`config.mk`:
```
export PLATFORM = sky130hd
export DESIGN_NAME = hwfq_queue
export DESIGN_NICKNAME = d
export VERILOG_FILES = /design/src/hdl/hwfq_pkg.sv /design/src/hdl/hwfq_queue.sv
export SDC_FILE = /design/constraint.sdc
export NUM_CORES = 1
export LEC_CHECK = 0
export BUFFER_PORTS_ARGS = -buffer_cell sky130_fd_sc_hd__buf_2
export CAP_MARGIN = 10
export CORE_AREA = 2 2 280 282
export CTS_BUF_LIST = sky130_fd_sc_hd__clkbuf_4 sky130_fd_sc_hd__clkbuf_8
export CTS_CLUSTER_DIAMETER = 50
export DETAILED_ROUTE_END_ITERATION = 6
export DIE_AREA = 0 0 282 284
export GPL_ROUTABILITY_DRIVEN = 1
export PLACE_DENSITY = 0.64
export SYNTH_ARGS = -nofsm -noshare
export SYNTH_HDL_FRONTEND = slang
export SYNTH_SLANG_ARGS = --single-unit
```
`constraint.sdc`:
```
create_clock -name clk -period 25.1 [get_ports clk]
set_input_delay 5.02 -clock clk [delete_from_list [all_inputs] [get_ports clk]]
set_output_delay 5.02 -clock clk [all_outputs]
set_load 0.03 [all_outputs]
```
`src/hdl/hwfq_pkg.sv`:
```
// ----------------------------------------------------------------------------
// hwfq_pkg: shared types and constants for the weak form quadrature block
// Item and queue structs, config register codes, the micro-op set and the
// micro-program that evaluates the residual and Jacobian integrands.
// ----------------------------------------------------------------------------
package hwfq_pkg;

  localparam int PC_W        = 6;
  localparam int QUEUE_DEPTH = 2;
  localparam int CFG_IDX_W   = 3;
  localparam int CFG_DATA_W  = 48;

  // Program entry points
  localparam logic [PC_W-1:0] PC_RES_EULER = 6'd0;
  localparam logic [PC_W-1:0] PC_RES_CN    = 6'd12;
  localparam logic [PC_W-1:0] PC_JAC       = 6'd32;

  localparam logic        RST_TIME_SCHEME = 1'b1;
  localparam logic        RST_FORM_KIND   = 1'b0;
  localparam logic [47:0] RST_CAP         = 48'd131072000000;
  localparam logic [31:0] RST_BASE        = 32'd655360;
  localparam logic [31:0] RST_SLOPE       = 32'd6554;

  localparam logic signed [63:0] SAT_MAX = {1'b0, {63{1'b1}}};
  localparam logic signed [63:0] SAT_MIN = {1'b1, 63'd0};

  typedef enum logic [CFG_IDX_W-1:0] {
    CFG_TIME_SCHEME = 3'd0,
    CFG_FORM_KIND   = 3'd1,
    CFG_CAP         = 3'd2,
    CFG_BASE        = 3'd3,
    CFG_SLOPE       = 3'd4
  } cfg_idx_t;

  typedef enum logic [2:0] {
    OP_MULQ,   // product shifted right by the fraction bits
    OP_MUL0,   // product kept at full fraction
    OP_ADD,
    OP_ADDH,   // second operand halved under Crank-Nicolson
    OP_ACC     // add into accumulator, retire the item
  } op_t;

  typedef enum logic [4:0] {
    SRC_W, SRC_TI, SRC_TIX, SRC_TIY, SRC_OV, SRC_OX, SRC_OY,
    SRC_VV, SRC_VX, SRC_VY, SRC_DIFF, SRC_CAP, SRC_BASE, SRC_SLOPE,
    SRC_T0, SRC_T1, SRC_T2, SRC_T3
  } src_t;

  typedef struct packed {
    op_t  op;
    src_t dst;
    src_t a;
    src_t b;
  } uop_t;

  typedef struct packed {
    logic        cn;
    logic        form;
    logic [47:0] cap;
    logic [31:0] base;
    logic [31:0] slope;
  } cfg_t;

  typedef struct packed {
    logic [30:0]        weight;
    logic signed [31:0] ti;
    logic signed [31:0] tix;
    logic signed [31:0] tiy;
    logic signed [31:0] ov;
    logic signed [31:0] ox;
    logic signed [31:0] oy;
    logic signed [31:0] vv;
    logic signed [31:0] vx;
    logic signed [31:0] vy;
    logic signed [32:0] diff;
    logic               last;
    logic [PC_W-1:0]    pc;
  } item_t;

  typedef struct packed {
    logic  push;
    item_t item;
  } q_wr_t;

  typedef struct packed {
    logic  empty;
    item_t head;
  } q_rd_t;

  typedef struct packed {
    logic               clip;
    logic signed [63:0] val;
  } sat_t;

  typedef struct packed {
    logic               start;
    logic               shift;
    logic signed [63:0] a;
    logic signed [63:0] b;
  } mul_req_t;

  typedef struct packed {
    logic done;
    sat_t res;
  } mul_rsp_t;

  function automatic uop_t mk(input op_t op, input src_t dst, input src_t a, input src_t b);
    uop_t u;
    u.op  = op;
    u.dst = dst;
    u.a   = a;
    u.b   = b;
    return u;
  endfunction

  function automatic uop_t uop_rom(input logic [PC_W-1:0] pc);
    uop_t r;
    case (pc)
      // residual, implicit Euler
      6'd0:  r = mk(OP_MULQ, SRC_T0, SRC_TI,    SRC_TI);
      6'd1:  r = mk(OP_MULQ, SRC_T0, SRC_SLOPE, SRC_T0);
      6'd2:  r = mk(OP_ADD,  SRC_T0, SRC_BASE,  SRC_T0);
      6'd3:  r = mk(OP_MULQ, SRC_T1, SRC_TIX,   SRC_VX);
      6'd4:  r = mk(OP_MULQ, SRC_T2, SRC_TIY,   SRC_VY);
      6'd5:  r = mk(OP_ADD,  SRC_T1, SRC_T1,    SRC_T2);
      6'd6:  r = mk(OP_MULQ, SRC_T0, SRC_T0,    SRC_T1);
      6'd7:  r = mk(OP_MULQ, SRC_T1, SRC_CAP,   SRC_DIFF);
      6'd8:  r = mk(OP_MULQ, SRC_T1, SRC_T1,    SRC_VV);
      6'd9:  r = mk(OP_ADDH, SRC_T1, SRC_T1,    SRC_T0);
      6'd10: r = mk(OP_MUL0, SRC_T1, SRC_W,     SRC_T1);
      6'd11: r = mk(OP_ACC,  SRC_T0, SRC_T1,    SRC_T0);
      // residual, Crank-Nicolson
      6'd12: r = mk(OP_MULQ, SRC_T0, SRC_TI,    SRC_TI);
      6'd13: r = mk(OP_MULQ, SRC_T0, SRC_SLOPE, SRC_T0);
      6'd14: r = mk(OP_ADD,  SRC_T0, SRC_BASE,  SRC_T0);
      6'd15: r = mk(OP_MULQ, SRC_T1, SRC_TIX,   SRC_VX);
      6'd16: r = mk(OP_MULQ, SRC_T2, SRC_TIY,   SRC_VY);
      6'd17: r = mk(OP_ADD,  SRC_T1, SRC_T1,    SRC_T2);
      6'd18: r = mk(OP_MULQ, SRC_T0, SRC_T0,    SRC_T1);
      6'd19: r = mk(OP_MULQ, SRC_T1, SRC_OV,    SRC_OV);
      6'd20: r = mk(OP_MULQ, SRC_T1, SRC_SLOPE, SRC_T1);
      6'd21: r = mk(OP_ADD,  SRC_T1, SRC_BASE,  SRC_T1);
      6'd22: r = mk(OP_MULQ, SRC_T2, SRC_OX,    SRC_VX);
      6'd23: r = mk(OP_MULQ, SRC_T3, SRC_OY,    SRC_VY);
      6'd24: r = mk(OP_ADD,  SRC_T2, SRC_T2,    SRC_T3);
      6'd25: r = mk(OP_MULQ, SRC_T1, SRC_T1,    SRC_T2);
      6'd26: r = mk(OP_MULQ, SRC_T2, SRC_CAP,   SRC_DIFF);
      6'd27: r = mk(OP_MULQ, SRC_T2, SRC_T2,    SRC_VV);
      6'd28: r = mk(OP_ADDH, SRC_T2, SRC_T2,    SRC_T0);
      6'd29: r = mk(OP_ADDH, SRC_T2, SRC_T2,    SRC_T1);
      6'd30: r = mk(OP_MUL0, SRC_T2, SRC_W,     SRC_T2);
      6'd31: r = mk(OP_ACC,  SRC_T0, SRC_T2,    SRC_T0);
      // Jacobian
      6'd32: r = mk(OP_MULQ, SRC_T0, SRC_TI,    SRC_TI);
      6'd33: r = mk(OP_MULQ, SRC_T0, SRC_SLOPE, SRC_T0);
      6'd34: r = mk(OP_ADD,  SRC_T0, SRC_BASE,  SRC_T0);
      6'd35: r = mk(OP_MULQ, SRC_T1, SRC_TIX,   SRC_VX);
      6'd36: r = mk(OP_MULQ, SRC_T2, SRC_TIY,   SRC_VY);
      6'd37: r = mk(OP_ADD,  SRC_T1, SRC_T1,    SRC_T2);
      6'd38: r = mk(OP_MULQ, SRC_T2, SRC_SLOPE, SRC_TI);
      6'd39: r = mk(OP_ADD,  SRC_T2, SRC_T2,    SRC_T2);
      6'd40: r = mk(OP_MULQ, SRC_T2, SRC_T2,    SRC_OV);
      6'd41: r = mk(OP_MULQ, SRC_T2, SRC_T2,    SRC_T1);
      6'd42: r = mk(OP_MULQ, SRC_T1, SRC_OX,    SRC_VX);
      6'd43: r = mk(OP_MULQ, SRC_T3, SRC_OY,    SRC_VY);
      6'd44: r = mk(OP_ADD,  SRC_T1, SRC_T1,    SRC_T3);
      6'd45: r = mk(OP_MULQ, SRC_T0, SRC_T0,    SRC_T1);
      6'd46: r = mk(OP_MULQ, SRC_T1, SRC_CAP,   SRC_OV);
      6'd47: r = mk(OP_MULQ, SRC_T1, SRC_T1,    SRC_VV);
      6'd48: r = mk(OP_ADDH, SRC_T1, SRC_T1,    SRC_T2);
      6'd49: r = mk(OP_ADDH, SRC_T1, SRC_T1,    SRC_T0);
      6'd50: r = mk(OP_MUL0, SRC_T1, SRC_W,     SRC_T1);
      6'd51: r = mk(OP_ACC,  SRC_T0, SRC_T1,    SRC_T0);
      default: r = mk(OP_ACC, SRC_T0, SRC_T0, SRC_T0);
    endcase
    return r;
  endfunction

endpackage

```
`src/hdl/hwfq_queue.sv`:
```
// ----------------------------------------------------------------------------
// hwfq_queue: point queue
// Short FIFO between intake and evaluation; the head stays put until the
// evaluator retires it.
// ----------------------------------------------------------------------------
module hwfq_queue (
  input  logic              clk,
  input  logic              rst,
  input  hwfq_pkg::q_wr_t   q_wr,
  input  logic              pop,
  output hwfq_pkg::q_rd_t   q_rd,
  output logic              full
);

  localparam int DEPTH = hwfq_pkg::QUEUE_DEPTH;
  localparam int PTR_W = (DEPTH > 1) ? $clog2(DEPTH) : 1;
  localparam int CNT_W = $clog2(DEPTH + 1);
  localparam logic [PTR_W-1:0] PTR_LAST = PTR_W'(DEPTH - 1);
  localparam logic [CNT_W-1:0] CNT_FULL = CNT_W'(DEPTH);

  hwfq_pkg::item_t  mem [DEPTH];
  logic [PTR_W-1:0] wr_ptr;
  logic [PTR_W-1:0] rd_ptr;
  logic [CNT_W-1:0] count;

  assign full       = (count == CNT_FULL);
  assign q_rd.empty = (count == '0);
  assign q_rd.head  = mem[rd_ptr];

  always_ff @(posedge clk) begin
    if (rst) begin
      wr_ptr <= '0;
      rd_ptr <= '0;
      count  <= '0;
    end else begin
      if (q_wr.push) begin
        wr_ptr <= (wr_ptr == PTR_LAST) ? '0 : wr_ptr + 1'b1;
      end
      if (pop) begin
        rd_ptr <= (rd_ptr == PTR_LAST) ? '0 : rd_ptr + 1'b1;
      end
      if (q_wr.push && !pop) begin
        count <= count + 1'b1;
      end else if (pop && !q_wr.push) begin
        count <= count - 1'b1;
      end
    end
  end

  always_ff @(posedge clk) begin
    if (q_wr.push) begin
      mem[wr_ptr] <= q_wr.item;
    end
  end

`ifndef ASSERT_OFF
  a_count_bound: assert property (@(posedge clk) disable iff (rst)
    count <= CNT_FULL)
    else $error("queue count beyond depth");

  a_pop_nonempty: assert property (@(posedge clk) disable iff (rst)
    pop |-> (count != '0))
    else $error("queue popped while empty");
`endif

endmodule

```
# ---- Word-level counts from Yosys, hierarchy flattened
# Memory sizes are Yosys's and may differ from the RTL's. A register that Yosys moved wholly into a read port is not among the register bits.
# Index checks and enable logic that the tools add are counted.
dict set report word_totals {
  ram_bits 718
  inputBits 363
  latchBits 0
  memories 1
  regBits 4
  mem_bits_ro 0
}
dict set report classes {
  mux 8
  n_eq_ne 1
  n_reduce_logical 6
  addsub 4
  div_mod_pow 0
  multipliers 0
  n_bitwise 0
  n_shift 0
  order_cmp 0
}
# name depth width rd rd_ports_with_merged_regs write_ports line
set mem_list {}
lappend mem_list {mem 2 359 1 1 1 hwfq_queue.sv:21} ;# hwfq_pkg::item_t mem [DEPTH];
# op count
set ops {}
lappend ops {{$mux W1} 6}
lappend ops {{$mux W2} 2}
lappend ops {{$add A1 B1 Y1 const B} 2}
lappend ops {{$add A2 B1 Y2 const B} 1}
lappend ops {{$eq A2 B2 Y1 const B} 1}
lappend ops {{$logic_and A1 B1 Y1} 2}
lappend ops {{$logic_not A1 Y1} 2}
lappend ops {{$logic_not A2 Y1} 1}
lappend ops {{$reduce_bool A2 Y1} 1}
lappend ops {{$sub A2 B1 Y2 const B} 1}

# ---- Depth between registers and ports, before layout
# Gate-level depths: netlist (run 1).
dict set report logic_depth {
  word_depth 4
  depth_mapped 5
  ltp_nobuf 5
}

# ---- Least setup slack after synthesis (run 1)
# Ideal clock, no wire load.
dict set report synth_timing {
  path_type {input to register}
  start {input q_wr[359] in the netlist's numbering}
  end {memory mem[0][0] in the netlist's numbering, enable pin}
  t_required_ps 23969
  cell_stages 1
  t_arrival_ps 20435
  path_slack_ps 3534
  n_path_buf 0
  path_cell_list {nor2b_1}
}
dict set report synth_between {
  elab_chain_len 2
}
# item line
set synth_rtl {}
lappend synth_rtl {{start, declared} hwfq_queue.sv:9} ;# input hwfq_pkg::q_wr_t q_wr,
lappend synth_rtl {{$mux W1} hwfq_queue.sv:51} ;# if (q_wr.push) begin
lappend synth_rtl {{$mux W1 (implied by the code)} hwfq_queue.sv:52} ;# mem[wr_ptr] <= q_wr.item;
lappend synth_rtl {{end, declared} hwfq_queue.sv:21}
# Every way passes these cells.

==> metrics.log, run 1 <==
[metrics] summed instance area of the synthesized netlist: 27400 um^2
[metrics] NumNets Final: 2321
[metrics] post-CTS setup buffers: 0
[metrics] global-route usage over all layers: 0.145
[metrics] portion of synthesized cell area occupied by the leading cell type: 0.786
[metrics] Detail Route Antenna Nets: 0
[metrics] maximum clock path buffer count: 3
[metrics] signal arrival time at the worst endpoint: 4.77 ns
[metrics] setup repair after global routing missed its margin: false
[metrics] nets in the synthesized netlist: 1503
[metrics] number of placed I/O pins: 724
[metrics] number of clock buffers inserted by TritonCTS: 118
[metrics] maximum number of pins on one net before global-route repair: 142
[metrics] run status: finished, final reports clean
[metrics] sequential area share after synthesis: 0.789
[metrics] class of the tightest hold or removal check: reg2reg
[metrics] HPWL after detailed placement: 42800 um
[metrics] share of layout cells above drive strength 1: 0.623
[metrics] routed length per placed instance: 19.7 um
[metrics] Clk Latency, worst-skew pair: 0.71 ns
[metrics] die outline height: 284 um
[metrics] kind of start point of the critical path: flip-flop
[metrics] biggest area consumer among synthesized cells: edfxtp_1
[metrics] highest achievable clock rate: 102 MHz
[metrics] Core Area: 77000 um^2
[metrics] top cells by area, synth: edfxtp_1, mux2_4, mux2_2
[metrics] final hold vios: 0
[metrics] final period utilization: 0.390
[metrics] Buffers on Ports: 723
[metrics] Commonest cells post-synth: edfxtp_1, mux2_4, mux2_2
[metrics] DR DRC count: 0
[metrics] area overhead of the layout relative to synthesis: 24.9%
[metrics] Placed Instance Area: 32000 um^2
[metrics] weighted congestion at the end of routability-driven global placement: 0.798
[metrics] leakage power: 13.4 nW
[metrics] Initial Util: 0.357
[metrics] final cell area excluding filler cells: 34300 um^2
[metrics] number of flops mapped to enable cells by yosys: 718
[metrics] total overflow reported by the global router: 0
[metrics] vias per inst: 4.45
[metrics] via count of the first global-routing pass: 14761
[metrics] number of pins with negative max-slew slack in the final report: 0
[metrics] first-pass iteration count of the detailed router: 4
[metrics] register bit count reported by yosys: 723
[metrics] global-route wire length before repair: 87700 um
[metrics] Data required, critical path: 20.08 ns
[metrics] die area: 80100 um^2
[metrics] number of standard cells after synthesis: 1139
[metrics] Detailed Route Iter0 Violations: 703
[metrics] minimum clock period: 9.79 ns
[metrics] clock sinks: 723
[metrics] kind of critical path: reg2out
[metrics] Cell Rows: 102
[metrics] met1 routed wirelength after detailed routing: 21000 um
[metrics] Detail Route met3 WL: 6610 um
[metrics] CTS H-tree lvls: 3
[metrics] number of buffers inserted for hold repair after clock tree synthesis: 0
[metrics] uppermost routed layer: met5
[metrics] Final Skew: 0.0464 ns
[metrics] Synth Warn #: 0
[metrics] via count: 13781
[metrics] # setup viols final: 0
[metrics] setup_tns: 0 ns
[metrics] drt total wl: 61000 um
[metrics] number of violations of the max-capacitance limit: 0
[metrics] met2 wire len: 31700 um
[metrics] root buffer cell: clkbuf_8
[metrics] most frequently used cell type in the post-synthesis netlist: edfxtp_1
[metrics] distinct cell type count of the synthesized netlist: 17
[metrics] headroom to the max-slew limit: 0.298
[metrics] die width: 282 um
[metrics] Primary FF master, synth: edfxtp_1
[metrics] CTS resizes: 0
[metrics] clock-pin transition on the worst setup and hold timing paths: 0.05 ns
[metrics] maximum fanout encountered on the critical timing path: 64
[metrics] Worst setup EP type: output pin
[metrics] syn_area_per_cell: 24.1 um^2
[metrics] TritonCTS clock tree: built
[metrics] antenna violations before repair: 28
[metrics] total power: 2.83 mW
[metrics] transition time of the tightest slew-check pin: 1.05 ns
[metrics] peak supply drop: 54.0 uV
[metrics] pwr dens: 82.5 nW/um^2
[metrics] share of async-settable or async-resettable flops after synthesis: 0
layer usage:
metal  global-route usage  vias up
met2                0.264      621
met1                0.146     6776
li1                     -     6224
met3               0.0663      138
met4               0.0471       22
met5                    0        -
where the power goes:
group | switching (mW) | total, mW | internal, mW
clock | 0.446 | 0.966 | 0.521
sequential | 0.0200 | 1.43 | 1.41
combinational | 0.266 | 0.429 | 0.163
total | 0.732 | 2.83 | 2.10
path summary, 6_finish.rpt:
check / startpoint / endpoint / slack (ns) / depth (start not counted)
max reg2reg: wr_ptr$_SDFFE_PP0P_ / mem[0][88]$_DFFE_PP_ / 20.96 / 4
min: rd_ptr$_SDFFE_PP0P_ / rd_ptr$_SDFFE_PP0P_ / 0.53 / 2
min reg2reg: rd_ptr$_SDFFE_PP0P_ / rd_ptr$_SDFFE_PP0P_ / 0.53 / 2
max: flip-flop / q_rd[82] / 15.31 / 5
final cells by class:
class                           instances  area [um^2]
Clock buffer                          162         1980
Antenna cell                            8         20.0
Clock inverter                         51          290
Inverter                                1         3.75
Timing Repair Buffer                  738         3740
Multi-Input combinational cell        375         5280
Tap cell                             1040         1300
Sequential cell                       723        21700
Fill cell                            6706        42700
logic make-up (layout without fill, tap and decap cells):
| family | Yosys count | in the layout | synth area share |
|---|---|---|---|
| mux | 359 | 359 | 0.188 |
| other cells | 0 | 8 | 0 |
| flops | 723 | 723 | 0.789 |
| simple gates | 9 | 9 | 0.00160 |
| xor+xnor | 4 | 4 | 0.00128 |
| compound gates | 2 | 2 | 0.000364 |
| buf+inv | 41 | 952 | 0.0188 |
| fa+ha+maj | 1 | 1 | 0.000456 |
metrics by stage:
| stage | cells | hold slack (ns) | setup slack (ns) | utilization |
|---|---|---|---|---|
| detailed placement | 2877 | 0.514 | 15.97 | 0.416 |
| global route | 3097 | 0.559 | 15.02 | 0.445 |
| global placement | 2877 | 0.480 | 16.02 | 0.416 |
| CTS | 3090 | 0.530 | 15.21 | 0.445 |
| finish | 3098 | 0.527 | 15.31 | 0.445 |
| floorplan | 1139 | 0.461 | 3.53 | - |
flip-flops by register name, indices dropped and copies added, names as in the netlist, named ones only:
name	cells
rd_ptr	1
wr_ptr	1
count	2
mem	718
placed cells by master, fill, tap and decap left out, types with 2 or more instances in the layout:
| cell | count |
|---|---|
| nor2_1 | 5 |
| diode_2 | 8 |
| clkinv_2 | 8 |
| clkbuf_4 | 40 |
| mux2_4 | 300 |
| mux2_2 | 59 |
| clkinv_1 | 35 |
| clkinvlp_4 | 2 |
| inv_12 | 3 |
| edfxtp_1 | 718 |
| clkbuf_8 | 122 |
| xor2_1 | 2 |
| xnor2_1 | 2 |
| dfxtp_1 | 4 |
| buf_2 | 723 |
| buf_4 | 14 |
worst max-delay path, cell delays in order (launching register included):
cell	delay, ns
dfxtp_4	0.69
buf_4	0.85
buf_4	0.87
buf_4	0.91
mux2_4	0.37
buf_2	0.18
Note: power is estimated with default switching activity, not from simulation.
==> run 2, diff against run 1 <==
--- a/config.mk
+++ b/config.mk
@@ -13,7 +13,7 @@
 export DETAILED_ROUTE_END_ITERATION = 6
 export DIE_AREA = 0 0 282 284
 export GPL_ROUTABILITY_DRIVEN = 1
-export PLACE_DENSITY = 0.64
+export PLACE_DENSITY = 0.66
 export SYNTH_ARGS = -nofsm -noshare
 export SYNTH_HDL_FRONTEND = slang
 export SYNTH_SLANG_ARGS = --single-unit
==> constraint.sdc (replaced) <==
create_clock -name clk -period 8.81 [get_ports clk]
set_input_delay 1.762 -clock clk [delete_from_list [all_inputs] [get_ports clk]]
set_output_delay 1.762 -clock clk [all_outputs]
set_load 0.03 [all_outputs]
==> metrics.log, run 2 (synthesized netlist as in run 1, its figures left out) <==
[metrics] run status: finished, final reports clean (unchanged)
[metrics] die width: 282 um (unchanged)
[metrics] Place WS: 4.54 ns (was 15.97 ns)
[metrics] TritonCTS clock tree: built (unchanged)
[metrics] global-route wire length before repair: 88000 um (was 87700 um)
[metrics] final hold vios: 0 (unchanged)
[metrics] weighted congestion at the end of routability-driven global placement: 0.813 (was 0.798)
[metrics] antenna violations before repair: 28 (unchanged)
[metrics] die outline height: 284 um (unchanged)
[metrics] number of pins with negative max-slew slack in the final report: 0 (unchanged)
[metrics] highest achievable clock rate: 202 MHz
[metrics] class of the tightest hold or removal check: reg2reg (unchanged)
[metrics] maximum fanout encountered on the critical timing path: 112 (was 64)
[metrics] global-route usage over all layers: 0.148 (was 0.145)
[metrics] Cell Rows: 102 (unchanged)
[metrics] setup repair after global routing missed its margin: false (unchanged)
[metrics] number of violations of the max-capacitance limit: 0 (unchanged)
[metrics] clock-pin transition on the worst setup and hold timing paths: 0.06 ns (was 0.05 ns)
[metrics] setup_tns: 0 ns (unchanged)
[metrics] number of clock buffers inserted by TritonCTS: 115 (was 118)
[metrics] number of buffers inserted for hold repair after clock tree synthesis: 0 (unchanged)
[metrics] max FFs per register: 718 (unchanged)
[metrics] leakage power: 13.4 nW (about the same)
[metrics] Core Area: 77000 um^2 (unchanged)
[metrics] HPWL after detailed placement: 42700 um (was 42800 um)
[metrics] CTS resizes: 0 (unchanged)
[metrics] signal arrival time at the worst endpoint: 3.18 ns (was 4.77 ns)
[metrics] Data required, critical path: 7.05 ns (was 20.08 ns)
[metrics] drt total wl: 61900 um (was 61000 um)
[metrics] Filler Cell Count: 6632 (was 6706)
[metrics] final period utilization: 0.561
[metrics] routed length per placed instance: 20.0 um (was 19.7 um)
[metrics] area occupied by registers: 21700 um^2 (unchanged)
[metrics] clock sinks: 723 (unchanged)
[metrics] vias per inst: 4.47 (was 4.45)
[metrics] via count: 13831 (was 13781)
[metrics] Detailed Route Iter0 Violations: 667 (was 703)
[metrics] register name with the most flops: mem (unchanged)
[metrics] transition time of the tightest slew-check pin: 1.29 ns (was 1.05 ns)
[metrics] total overflow reported by the global router: 0 (unchanged)
[metrics] kind of critical path: reg2out (unchanged)
[metrics] CTS H-tree lvls: 3 (unchanged)
[metrics] Buffers on Ports: 723 (unchanged)
[metrics] area overhead of the layout relative to synthesis: 25.2% (was 24.9%)
[metrics] setup ws final: 3.87 ns (was 15.31 ns)
[metrics] kind of start point of the critical path: flip-flop (unchanged)
[metrics] NumNets Final: 2315 (was 2321)
[metrics] pwr dens: 237 nW/um^2 (was 82.5 nW/um^2)
[metrics] peak supply drop: 175 uV (was 54.0 uV)
[metrics] largest registers: mem x718, count x2 (unchanged)
[metrics] most used cells in the layout excluding fill and tap cells: buf_2, edfxtp_1, mux2_4 (unchanged)
[metrics] share of layout cells above drive strength 1: 0.628 (was 0.623)
[metrics] Core Util, Final: 0.447 (was 0.445)
[metrics] Clk Latency, worst-skew pair: 0.70 ns (was 0.71 ns)
[metrics] die area: 80100 um^2 (unchanged)
[metrics] maximum number of pins on one net before global-route repair: 166 (was 142)
[metrics] most common library cell in the layout ignoring fill and taps: buf_2 (unchanged)
[metrics] via count of the first global-routing pass: 14776 (was 14761)
[metrics] area of the multi-input gates: 5280 um^2 (unchanged)
[metrics] first-pass iteration count of the detailed router: 5 (was 4)
[metrics] Detail Route Antenna Nets: 0 (unchanged)
[metrics] minimum clock period: 4.94 ns
[metrics] # setup viols final: 0 (unchanged)
[metrics] Final Skew: 0.0334 ns (was 0.0464 ns)
[metrics] DR DRC count: 0 (unchanged)
[metrics] post-CTS setup buffers: 0 (unchanged)
[metrics] Worst setup EP type: output pin (unchanged)
[metrics] total power: 8.16 mW (was 2.83 mW)
[metrics] number of placed I/O pins: 724 (unchanged)
[metrics] Initial Util: 0.357 (unchanged)
[metrics] headroom to the max-slew limit: 0.143 (was 0.298)
[metrics] root buffer cell: clkbuf_8 (unchanged)
[metrics] maximum clock path buffer count: 3 (unchanged)
==> run 2: worst max-delay path: stages (launching register included) <==
cell,delay [ns]
dfxtp_4,1.07
buf_12,0.57
mux2_4,0.36
buf_2,0.18
==> run 2: routing by layer <==
layer,wire length [um],track usage,share of wire,up-vias
li1,-,-,-,6214
met1,21000,0.147,0.34,6799
met2,31500,0.260,0.51,617
met3,6910,0.0657,0.11,175
met4,2350,0.0723,0.038,26
met5,161,0,0.0026,-
==> run 2: through the flow <==
stage	hold slack (ns)	cells	area [um^2]
6_report	0.521	3092	34400
5_1_grt	0.560	3090	34400
4_1_cts	0.525	3081	34300
3_5_place_dp	0.498	2874	32000
3_3_place_gp	0.483	2874	32000
2_1_floorplan	0.461	1139	27500
==> run 2: cell type report <==
| type | instances | area share |
|---|---|---|
| clock inverters | 54 | 0.0127 |
| repair buffers | 735 | 0.110 |
| multi-input cells | 375 | 0.154 |
| inverters | 1 | 0.000109 |
| flip-flops and latches | 723 | 0.630 |
| diodes | 11 | 0.000801 |
| well taps | 1040 | 0.0379 |
| clock buffers | 153 | 0.0545 |
==> run 2: path summary, 6_finish.rpt <==
check                                          from  slack (ns)  cells past startpoint                    to
worst min register to register  rd_ptr$_SDFFE_PP0P_        0.52                      2             flip-flop
worst max-delay path                      flip-flop        3.87                      3              q_rd[87]
worst min-delay path            rd_ptr$_SDFFE_PP0P_        0.52                      2             flip-flop
worst max register to register  wr_ptr$_SDFFE_PP0P_        6.12                      3  mem[0][78]$_DFFE_PP_
==> run 2: report_power, final <==
part           internal (mW)  switching, mW
registers               4.03         0.0673
logic                  0.468          0.750
clock network           1.54           1.30
total                   6.04           2.12
==> run 3, diff against run 2 <==
--- a/config.mk
+++ b/config.mk
@@ -5,6 +5,7 @@
 export SDC_FILE = /design/constraint.sdc
 export NUM_CORES = 1
 export LEC_CHECK = 0
+export ABC_AREA = 1
 export BUFFER_PORTS_ARGS = -buffer_cell sky130_fd_sc_hd__buf_2
 export CAP_MARGIN = 10
 export CORE_AREA = 2 2 280 282
==> constraint.sdc (replaced) <==
create_clock -name clk -period 4.2 [get_ports clk]
set_input_delay 0.84 -clock clk [delete_from_list [all_inputs] [get_ports clk]]
set_output_delay 0.84 -clock clk [all_outputs]
set_load 0.03 [all_outputs]
==> metrics.log, run 3 <==
[metrics] area of the multi-input gates: 5290 um^2 (was 5280 um^2)
[metrics] drt total wl: 62000 um (was 61900 um)
[metrics] largest registers: mem x718, count x2 (unchanged)
[metrics] leakage power: 13.7 nW (was 13.4 nW)
[metrics] clock-pin transition on the worst setup and hold timing paths: 0.06 ns (about the same)
[metrics] register bit count reported by yosys: 723 (unchanged)
[metrics] top cells by area, synth: edfxtp_1, mux2_4, mux2_2 (unchanged)
[metrics] area occupied by registers: 21700 um^2 (unchanged)
[metrics] run status: finished, final reports clean (unchanged)
[metrics] Post-Synth Simple-Gate Area: 0.00223 (was 0.00160)
[metrics] TritonCTS clock tree: built (unchanged)
[metrics] sequential area share after synthesis: 0.789 (about the same)
[metrics] via count of the first global-routing pass: 14676 (was 14776)
[metrics] most frequently used cell type in the post-synthesis netlist: edfxtp_1 (unchanged)
[metrics] final instance count without filler cells: 3149 (was 3092)
[metrics] DR DRC count: 0 (unchanged)
[metrics] setup repair after global routing missed its margin: false (unchanged)
[metrics] Final Skew: 0.0449 ns (was 0.0334 ns)
[metrics] area share of xor/xnor cells in the synthesized design: 0.000319 (was 0.00128)
[metrics] setup ws final: 0.660 ns (was 3.87 ns)
[metrics] share of synthesized area spent on multiplexers: 0.188 (about the same)
[metrics] Place WS: 1.36 ns (was 4.54 ns)
[metrics] Primary FF master, synth: edfxtp_1 (unchanged)
[metrics] Inst Count DP: 2918 (was 2874)
[metrics] root buffer cell: clkbuf_8 (unchanged)
[metrics] Initial Util: 0.357 (about the same)
[metrics] most common library cell in the layout ignoring fill and taps: buf_2 (unchanged)
[metrics] Detail Route Antenna Nets: 0 (unchanged)
[metrics] signal arrival time at the worst endpoint: 2.70 ns (was 3.18 ns)
[metrics] die outline height: 284 um (unchanged)
[metrics] Detailed Route Iter0 Violations: 649 (was 667)
[metrics] CTS resizes: 0 (unchanged)
[metrics] routed length per placed instance: 19.7 um (was 20.0 um)
[metrics] number of flops mapped to enable cells by yosys: 718 (unchanged)
[metrics] number of placed I/O pins: 724 (unchanged)
[metrics] total power: 16.9 mW (was 8.16 mW)
[metrics] Synth Warn #: 0 (unchanged)
[metrics] final period utilization: 0.843
[metrics] pwr dens: 485 nW/um^2 (was 237 nW/um^2)
[metrics] HPWL after detailed placement: 44500 um (was 42700 um)
[metrics] maximum number of pins on one net before global-route repair: 108 (was 166)
[metrics] area share of fa/ha/maj cells after synthesis: 0.000456 (about the same)
[metrics] minimum clock period: 3.54 ns
[metrics] number of violations of the max-capacitance limit: 0 (unchanged)
[metrics] maximum fanout encountered on the critical timing path: 56 (was 112)
[metrics] highest achievable clock rate: 283 MHz
[metrics] class of the tightest hold or removal check: in2reg (was reg2reg)
[metrics] weighted congestion at the end of routability-driven global placement: 0.817 (was 0.813)
[metrics] kind of start point of the critical path: flip-flop (unchanged)
[metrics] Cell Rows: 102 (unchanged)
[metrics] Filler Cell Count: 6683 (was 6632)
[metrics] Buffers on Ports: 723 (unchanged)
[metrics] maximum clock path buffer count: 3 (unchanged)
[metrics] final hold vios: 0 (unchanged)
[metrics] Clk Latency, worst-skew pair: 0.72 ns (was 0.70 ns)
[metrics] CTS H-tree lvls: 3 (unchanged)
[metrics] transition time of the tightest slew-check pin: 0.920 ns (was 1.29 ns)
[metrics] clock sinks: 723 (unchanged)
[metrics] global-route usage over all layers: 0.147 (was 0.148)
[metrics] peak supply drop: 370 uV (was 175 uV)
[metrics] summed instance area of the synthesized netlist: 27500 um^2 (was 27400 um^2)
[metrics] headroom to the max-slew limit: 0.387 (was 0.143)
[metrics] register name with the most flops: mem (unchanged)
[metrics] number of clock buffers inserted by TritonCTS: 117 (was 115)
[metrics] first-pass iteration count of the detailed router: 4 (was 5)
[metrics] share of async-settable or async-resettable flops after synthesis: 0 (unchanged)
[metrics] Worst setup EP type: output pin (unchanged)
[metrics] main combinational cell family by area after synthesis: multiplexers (unchanged)
[metrics] antenna violations before repair: 15 (was 28)
[metrics] vias per inst: 4.42 (was 4.47)
[metrics] Commonest cells post-synth: edfxtp_1, mux2_4, mux2_2 (unchanged)
[metrics] number of buffers inserted for hold repair after clock tree synthesis: 0 (unchanged)
[metrics] Synth Area in Compound Gates: 0.000364 (was 0.000365)
[metrics] biggest area consumer among synthesized cells: edfxtp_1 (unchanged)
[metrics] # setup viols final: 0 (unchanged)
[metrics] kind of critical path: reg2out (unchanged)
[metrics] die area: 80100 um^2 (unchanged)
[metrics] die width: 282 um (unchanged)
[metrics] nets in the synthesized netlist: 1514 (was 1503)
[metrics] number of standard cells after synthesis: 1150 (was 1139)
[metrics] post-CTS setup buffers: 0 (unchanged)
[metrics] Core Area: 77000 um^2 (unchanged)
[metrics] via count: 13925 (was 13831)
[metrics] area overhead of the layout relative to synthesis: 26.6% (was 25.2%)
[metrics] syn_area_per_cell: 23.9 um^2 (was 24.1 um^2)
[metrics] distinct cell type count of the synthesized netlist: 17 (unchanged)
[metrics] max FFs per register: 718 (unchanged)
[metrics] number of pins with negative max-slew slack in the final report: 0 (unchanged)
[metrics] portion of synthesized cell area occupied by the leading cell type: 0.785 (was 0.786)
[metrics] total overflow reported by the global router: 0 (unchanged)
[metrics] share of layout cells above drive strength 1: 0.626 (was 0.628)
[metrics] global-route wire length before repair: 88200 um (was 88000 um)
[metrics] most used cells in the layout excluding fill and tap cells: buf_2, edfxtp_1, mux2_4 (unchanged)
[metrics] Data required, critical path: 3.36 ns (was 7.05 ns)
[metrics] NumNets Final: 2361 (was 2315)
run 3: layer usage:
layer,part of all wire,track usage,vias to the layer above
met2,0.53,0.267,577
met5,0.00092,0,-
met4,0.021,0.0485,10
li1,-,-,6323
met1,0.35,0.153,6915
met3,0.10,0.0576,100
run 3: through the flow:
| stage | util | hold WS (ns) | setup TNS [ns] | cell area, um^2 |
|---|---|---|---|---|
| floorplan | - | 0.480 | -1740.59 | 27500 |
| global placement | 0.421 | 0.499 | 0 | 32400 |
| detailed placement | 0.421 | 0.493 | 0 | 32400 |
| CTS | 0.451 | 0.202 | 0 | 34700 |
| global route | 0.452 | 0.217 | 0 | 34800 |
| finish | 0.452 | 0.297 | 0 | 34800 |
run 3: cell families after synthesis:
| logic type | Yosys count |
|---|---|
| flops | 723 |
| mux | 359 |
| buf+inv | 49 |
| simple gates | 15 |
| compound gates | 2 |
| xor+xnor | 1 |
| fa+ha+maj | 1 |
run 3: final timing paths:
path | start | cells after the start | end | slack (ns)
max | flip-flop | 3 | q_rd[251] | 0.66
min | q_wr[87] | 1 | mem[0][87]$_DFFE_PP_ | 0.30
max reg2reg | wr_ptr$_SDFFE_PP0P_ | 3 | mem[1][62]$_DFFE_PP_ | 2.24
min reg2reg | rd_ptr$_SDFFE_PP0P_ | 2 | flip-flop | 0.51
run 3: power breakdown:
part / total [mW] / leakage (nW) / internal, mW / switching [mW]
combinational: 2.46 / 5.67 / 0.965 / 1.49
clock: 5.92 / 1.22 / 3.18 / 2.74
sequential: 8.49 / 6.78 / 8.37 / 0.119
total: 16.9 / 13.7 / 12.5 / 4.35
run 3: cell type report:
cell class | instances | share of cell area
Multi-Input combinational cell | 378 | 0.152
Clock inverter | 70 | 0.0139
Timing Repair Buffer | 768 | 0.118
Clock buffer | 149 | 0.0532
Inverter | 9 | 0.00144
Antenna cell | 12 | 0.000864
Tap cell | 1040 | 0.0374
Sequential cell | 723 | 0.623
run 3: worst max-delay path, stage by stage, from the launching register on:
cell	delay, ns
dfxtp_4	0.93
buf_12	0.44
mux2_4	0.34
buf_2	0.18
